`config.mk`:
```
export PLATFORM = sky130hd
export DESIGN_NAME = sorted_priority_queue
export DESIGN_NICKNAME = d
export VERILOG_FILES = /design/src/hdl/spq_pkg.sv /design/src/hdl/spq_cell.sv /design/src/hdl/sorted_priority_queue.sv
export SDC_FILE = /design/constraint.sdc
export NUM_CORES = 2
export LEC_CHECK = 0
export ABC_AREA = 1
export BUFFER_PORTS_ARGS = -buffer_cell sky130_fd_sc_hd__buf_2
export CORE_MARGIN = 3
export CORE_UTILIZATION = 50
export CTS_BUF_LIST = sky130_fd_sc_hd__clkbuf_4 sky130_fd_sc_hd__clkbuf_8
export DETAILED_ROUTE_END_ITERATION = 7
export PLACE_DENSITY = 0.79
export SYNTH_ARGS = -nofsm -noshare
export SYNTH_HDL_FRONTEND = slang
export SYNTH_HIERARCHICAL = 1
export SYNTH_SLANG_ARGS = --single-unit
```
`constraint.sdc`:
```
create_clock -name clk -period 2.79 [get_ports clk]
set_input_delay 0.4185 -clock clk [delete_from_list [all_inputs] [get_ports clk]]
set_output_delay 0.4185 -clock clk [all_outputs]
set_load 0.05 [all_outputs]
```
`src/hdl/spq_pkg.sv`:
```
`timescale 1ns / 1ps

package spq_pkg;

  localparam int QUEUE_DEPTH = 16;
  localparam int CNT_W = $clog2(QUEUE_DEPTH + 1);
  localparam int PRIO_W = 16;
  localparam int TAG_W = 16;
  localparam int OCC_W = 5;

  localparam logic KIND_ENQ = 1'b0;
  localparam logic KIND_DEQ = 1'b1;

  typedef enum logic [1:0] {
    ST_ENQUEUED = 2'd0,
    ST_DEQUEUED = 2'd1,
    ST_EMPTY    = 2'd2,
    ST_FULL     = 2'd3
  } status_t;

  typedef struct packed {
    logic              valid;
    logic [PRIO_W-1:0] prio;
    logic [TAG_W-1:0]  tag;
  } entry_t;

  typedef struct packed {
    logic              enq;
    logic              deq;
    logic [PRIO_W-1:0] prio;
    logic [TAG_W-1:0]  tag;
  } cmd_t;

endpackage

```
`src/hdl/spq_cell.sv`:
```
`timescale 1ns / 1ps

module spq_cell (
  input  logic            clk,
  input  logic            rst_n,
  input  spq_pkg::cmd_t   cmd,
  input  spq_pkg::entry_t left_entry,
  input  logic            left_ins,
  input  spq_pkg::entry_t right_entry,
  output spq_pkg::entry_t entry,
  output logic            ins
);
  import spq_pkg::*;

  logic              valid_r;
  logic              valid_nxt;
  logic [PRIO_W-1:0] prio_r;
  logic [PRIO_W-1:0] prio_nxt;
  logic [TAG_W-1:0]  tag_r;
  logic [TAG_W-1:0]  tag_nxt;

  // The new request goes in at or ahead of this cell when the cell is empty
  // or holds a strictly larger priority, which keeps equal priorities in order.
  assign ins = !valid_r || ($signed(cmd.prio) < $signed(prio_r));

  assign entry.valid = valid_r;
  assign entry.prio  = prio_r;
  assign entry.tag   = tag_r;

  always_comb begin
    valid_nxt = valid_r;
    prio_nxt  = prio_r;
    tag_nxt   = tag_r;
    if (cmd.enq) begin
      if (ins && left_ins) begin
        valid_nxt = left_entry.valid;
        prio_nxt  = left_entry.prio;
        tag_nxt   = left_entry.tag;
      end else if (ins) begin
        valid_nxt = 1'b1;
        prio_nxt  = cmd.prio;
        tag_nxt   = cmd.tag;
      end
    end else if (cmd.deq) begin
      valid_nxt = right_entry.valid;
      prio_nxt  = right_entry.prio;
      tag_nxt   = right_entry.tag;
    end
  end

  always_ff @(posedge clk) begin
    if (!rst_n) begin
      valid_r <= 1'b0;
    end else begin
      valid_r <= valid_nxt;
    end
  end

  always_ff @(posedge clk) begin
    prio_r <= prio_nxt;
    tag_r  <= tag_nxt;
  end

endmodule

```
`src/hdl/sorted_priority_queue.sv`:
```
`timescale 1ns / 1ps

// Sorted priority queue of QUEUE_DEPTH entries, smallest priority served first
// and equal priorities first-in first-out. A request is taken on every cycle in
// which start is high, since busy never rises; its single result appears in the
// next cycle for exactly one cycle, marked by out_valid, and must be captured
// then because the receiver cannot stall the block. The entries sit in a row
// of compare-and-shift cells, each of which decides locally whether to keep its
// entry, take the new one or take a neighbour's, so an enqueue or a dequeue
// updates every cell at once whatever the fill level.
module sorted_priority_queue (
  input  logic                                 clk,
  input  logic                                 rst_n,
  input  logic                                 start,
  output logic                                 busy,
  input  logic                                 in_kind,
  input  logic signed [spq_pkg::PRIO_W-1:0]    in_entry_priority,
  input  logic        [spq_pkg::TAG_W-1:0]     in_entry_tag,
  output logic                                 out_valid,
  output logic        [1:0]                    out_status,
  output logic signed [spq_pkg::PRIO_W-1:0]    out_priority,
  output logic        [spq_pkg::TAG_W-1:0]     out_tag,
  output logic        [spq_pkg::OCC_W-1:0]     out_occupancy
);
  import spq_pkg::*;

  entry_t            cell_entry [QUEUE_DEPTH];
  logic              cell_ins   [QUEUE_DEPTH];
  cmd_t              cmd;
  logic              accept;
  logic              is_full;
  logic              is_empty;
  logic [CNT_W-1:0]  count_r;
  logic [CNT_W-1:0]  count_nxt;
  logic [CNT_W+OCC_W-1:0] count_wide;
  status_t           status_nxt;
  logic              out_valid_r;
  status_t           out_status_r;
  logic [PRIO_W-1:0] out_priority_r;
  logic [PRIO_W-1:0] prio_nxt;
  logic [TAG_W-1:0]  out_tag_r;
  logic [TAG_W-1:0]  tag_nxt;
  logic [OCC_W-1:0]  out_occupancy_r;

  assign busy     = 1'b0;
  assign accept   = start && !busy;
  assign is_full  = (count_r == CNT_W'(QUEUE_DEPTH));
  assign is_empty = (count_r == '0);

  assign cmd.enq  = accept && (in_kind == KIND_ENQ) && !is_full;
  assign cmd.deq  = accept && (in_kind == KIND_DEQ) && !is_empty;
  assign cmd.prio = in_entry_priority;
  assign cmd.tag  = in_entry_tag;

  for (genvar i = 0; i < QUEUE_DEPTH; i++) begin : g_cell
    entry_t left_e;
    entry_t right_e;
    logic   left_i;
    if (i == 0) begin : g_head
      assign left_e = '0;
      assign left_i = 1'b0;
    end else begin : g_body
      assign left_e = cell_entry[i-1];
      assign left_i = cell_ins[i-1];
    end
    if (i == QUEUE_DEPTH - 1) begin : g_tail
      assign right_e = '0;
    end else begin : g_inner
      assign right_e = cell_entry[i+1];
    end
    spq_cell u_cell (
      .clk         (clk),
      .rst_n       (rst_n),
      .cmd         (cmd),
      .left_entry  (left_e),
      .left_ins    (left_i),
      .right_entry (right_e),
      .entry       (cell_entry[i]),
      .ins         (cell_ins[i])
    );
  end

  always_comb begin
    count_nxt  = count_r;
    status_nxt = ST_ENQUEUED;
    prio_nxt   = '0;
    tag_nxt    = '0;
    if (in_kind == KIND_ENQ) begin
      if (is_full) begin
        status_nxt = ST_FULL;
      end else begin
        count_nxt = count_r + CNT_W'(1);
      end
    end else begin
      if (is_empty) begin
        status_nxt = ST_EMPTY;
      end else begin
        status_nxt = ST_DEQUEUED;
        count_nxt  = count_r - CNT_W'(1);
        prio_nxt   = cell_entry[0].prio;
        tag_nxt    = cell_entry[0].tag;
      end
    end
  end

  assign count_wide = {{OCC_W{1'b0}}, count_nxt};

  always_ff @(posedge clk) begin
    if (!rst_n) begin
      count_r     <= '0;
      out_valid_r <= 1'b0;
    end else begin
      out_valid_r <= accept;
      if (accept) begin
        count_r <= count_nxt;
      end
    end
  end

  always_ff @(posedge clk) begin
    if (accept) begin
      out_status_r    <= status_nxt;
      out_priority_r  <= prio_nxt;
      out_tag_r       <= tag_nxt;
      out_occupancy_r <= count_wide[OCC_W-1:0];
    end
  end

  assign out_valid     = out_valid_r;
  assign out_status    = out_status_r;
  assign out_priority  = out_priority_r;
  assign out_tag       = out_tag_r;
  assign out_occupancy = out_occupancy_r;

endmodule

```
==> impl_metrics.yaml <==
cts:
  htreeDepth: 3
  clock_sinks: 573
  clkTransAtPathRegs_ns: 0.06
  cts_hold_buffers: 0
  clock_path_buffers: 3
  cts_tree: "done"
  cts_buffers: 101
  clock-root-buffer: "clkbuf_8"
  insertion_delay_ns: 0.71
  post_cts_buffers: 0
route:
  dr.pass1.iters: 5
  drc_errors: 0
  wirelength_um: 97700
  viasPerCell: 5.20
  drt_iter0_drc: 2809
  ant_nets: 0
  wl_per_cell_um: 14.7
  vias: 34474
grt:
  antenna_found_initial: 2
  grt_first_pass_wirelength_um: 163000
  grt-ovfl-total: 0
  grt_max_degree: 77
  grt_pass1_vias: 33010
  grt_use_total_pct: 22.4
sta:
  slew_headroom_pct: 46.2
  finalHoldViolations: 0
  fin_skew_ns: 0.0297
  max_freq_mhz: 388
  post-route-min-period_ns: 2.58
  period_share_pct: 92.5
  setup_slack_ns: 0.210
  whs_ns: 0.195
  tightest_slew_ns: 0.807
  finalMaxSlewViolations: 0
  setup_viol: 0
logic_synthesis:
  synth_edf_count: 551
  yosysWarnings: 6
  ys.flop_type: "edfxtp_1"
  avgSynthCellArea_sq_um: 7.67
  syn_area_sq_mm: 0.0411
  ys_seq_area_share_pct: 41.3
  synth.distinct_cells: 29
  syn_inst: 5366
  synthArstFlopShare_pct: 0
  ys_top_cells_by_count: "nand2_1 (1888), inv_1 (892), nand3_1 (572)"
  yosysTopAreaCell: "edfxtp_1"
  ys_seq_elements: 573
  yosysMostFrequentCell: "nand2_1"
  synth_top_area_share_pct: 40.2
  synthTopCellsByArea: "edfxtp_1 (40%), nand2_1 (17%), nand3b_1 (9.4%), inv_1 (8.1%), ha_1 (7.4%)"
critical_path:
  worstSetupPathType: "flop to flop"
  reg2reg_depth: 14
  cp-start-kind: "flop"
  reg2reg_to: "g_cell[7].u_cell/valid_r"
  cp_data_arrival_time_ns: 3.16
  cp.required_ns: 3.38
  worstSetupEndpointType: "flop"
  rr_startpoint: "count_r[0]"
  path_max_fanout: 22
  ff2ff_setup_slack_ns: 0.21
pwr:
  seqPwrFrac_pct: 43.4
  clock_power_share_pct: 29.1
  comb_power_share_pct: 27.6
  netSwitchingPower_mw: 8.89
  internal_power_mw: 17.8
  power.leakage_nw: 22.9
  p_per_area_mw_per_mm2: 592
  swShare_pct: 33.3
  max-vdd-ir-drop_uv: 392
job:
  drv_cap: 0
final_layout:
  nFillCells: 7247
  area_growth_pct: 9.74
  drive_gt1_share_pct: 8.53
  fin_nets: 5761
worst_hold_path:
  whs_endpoint: "out_occupancy[4]"
  min_from: "in_kind"
  hold_depth: 3
  hp-class: "input port to flop"
floorplanning:
  start_util_pct: 50.7
  die_h_um: 293
  fp.dieW_um: 293
  core-area_sq_mm: 0.0811
  ios: 77
  fp.dieArea_sq_mm: 0.0858
  rows: 104
status:
  status: "completed"
place:
  post-dp-hpwl_um: 71600
  place_ws_ns: -0.359
  io_buffers: 75
  gp_congestion: 0.851
==> layout make-up <==
| class | instances | area, sq um | share of cell area (%) |
|---|---|---|---|
| Clock buffer | 149 | 1790 | 3.97 |
| Tap cell | 1060 | 1330 | 2.94 |
| Antenna cell | 2 | 5.00 | 0.0111 |
| Clock inverter | 37 | 190 | 0.421 |
| Sequential cell | 573 | 17000 | 37.6 |
| Timing Repair Buffer | 241 | 2110 | 4.67 |
| Multi-Input combinational cell | 3656 | 19300 | 42.8 |
| Inverter | 910 | 3420 | 7.58 |
==> per-stage QoR <==
stage / setup TNS, ns / util [%] / power, mW / cell area, sq um / instances
floorplan: 0 / - / 17.1 / 41400 / 5433
detailed placement: -143.57 / 53.2 / 19.0 / 43100 / 6440
global placement: -62.03 / 53.2 / 18.7 / 43100 / 6440
finish: 0 / 55.7 / 26.7 / 45100 / 6628
CTS: 0 / 55.7 / 26.8 / 45100 / 6626
global route: -0.00556 / 55.7 / 28.3 / 45100 / 6628
==> registers in the layout, indices dropped and copies added (netlist names) <==
signal	flops
out_tag	16
out_status	2
g_cell.u_cell/tag_r	256
g_cell.u_cell/valid_r	16
out_occupancy	5
out_priority	16
out_valid	1
count_r	5
g_cell.u_cell/prio_r	256
==> cell usage in the layout (no fill, tap or decap), types with 20 or more instances in the layout <==
cell,Yosys,final
nand2_1,1888,1872
inv_1,892,891
nand3_1,572,572
edfxtp_1,551,551
nand3b_1,513,513
ha_1,242,242
buf_4,68,127
a21oi_1,124,124
clkbuf_8,0,108
nor2_1,106,106
buf_2,1,75
conb_1,1,68
clkinv_1,16,42
clkbuf_4,0,41
buf_12,0,39
dfxtp_1,22,22
nand4_1,21,21
nand2_2,4,20
==> power by group through the flow <==
stage / clock [mW] / combinational (mW) / sequential, mW
2_1_floorplan: 0 / 5.51 / 11.6
3_3_place_gp: 0 / 6.95 / 11.7
3_5_place_dp: 0 / 7.25 / 11.7
4_1_cts: 7.93 / 7.31 / 11.6
5_1_grt: 8.32 / 8.33 / 11.7
6_report: 7.77 / 7.36 / 11.6
==> critical path, cell delays in order (launching register included) <==
cell      delay (ns)
dfxtp_1         0.42
inv_1           0.13
ha_1            0.33
nand3_1         0.12
nand2_1         0.05
inv_1           0.10
nand2_1         0.14
inv_8           0.17
buf_4           0.29
clkinv_1        0.15
buf_4           0.22
nor2_1          0.10
nand3_1         0.08
nand2_1         0.07
a21oi_1         0.05
==> worst max path at each step <==
stage | startpoint | end | slack, ns | cells after the start
4_1_cts | count_r[0] | g_cell[6].u_cell/valid_r | 0.18 | 14
6_report | count_r[0] | g_cell[7].u_cell/valid_r | 0.21 | 14
2_1_floorplan | in_entry_priority[5] | g_cell[4].u_cell/tag_r[0] | 0.22 | 14
3_5_place_dp | in_entry_priority[9] | g_cell[1].u_cell/tag_r[11] | -0.36 | 14
5_1_grt | count_r[0] | g_cell[6].u_cell/valid_r | -0.006 | 14
3_3_place_gp | in_entry_priority[9] | g_cell[1].u_cell/tag_r[5] | -0.28 | 14
==> metal layers <==
layer	vias to the layer above	global-route usage (%)	part of all wire, %
met1	15882	30.2	44
met4	0	6.20	2.1
met5	-	0	0
met3	154	2.96	6.2
met2	1071	38.1	47
li1	17367	-	-
==> kinds of logic (layout without fill, tap and decap cells) <==
group | count (synthesis) | in the layout | synth area share [%]
other | 1 | 70 | 0.00912
adder cells (fa/ha/maj) | 242 | 242 | 7.36
AND/OR/NAND/NOR | 3165 | 3165 | 36.5
XOR/XNOR | 3 | 3 | 0.0639
buffers and inverters | 1204 | 1337 | 12.5
AO/OA/AOI/OAI | 178 | 178 | 2.30
flip-flops | 573 | 573 | 41.3
==> what timing repair did <==
| action | in CTS | in global routing |
|---|---|---|
| endpoints found under the setup margin | 0 | 8 |
| gates resized for setup | 0 | 1 |
| hold endpoints to repair | 0 | 0 |
Note: power is estimated with default switching activity, not from simulation.
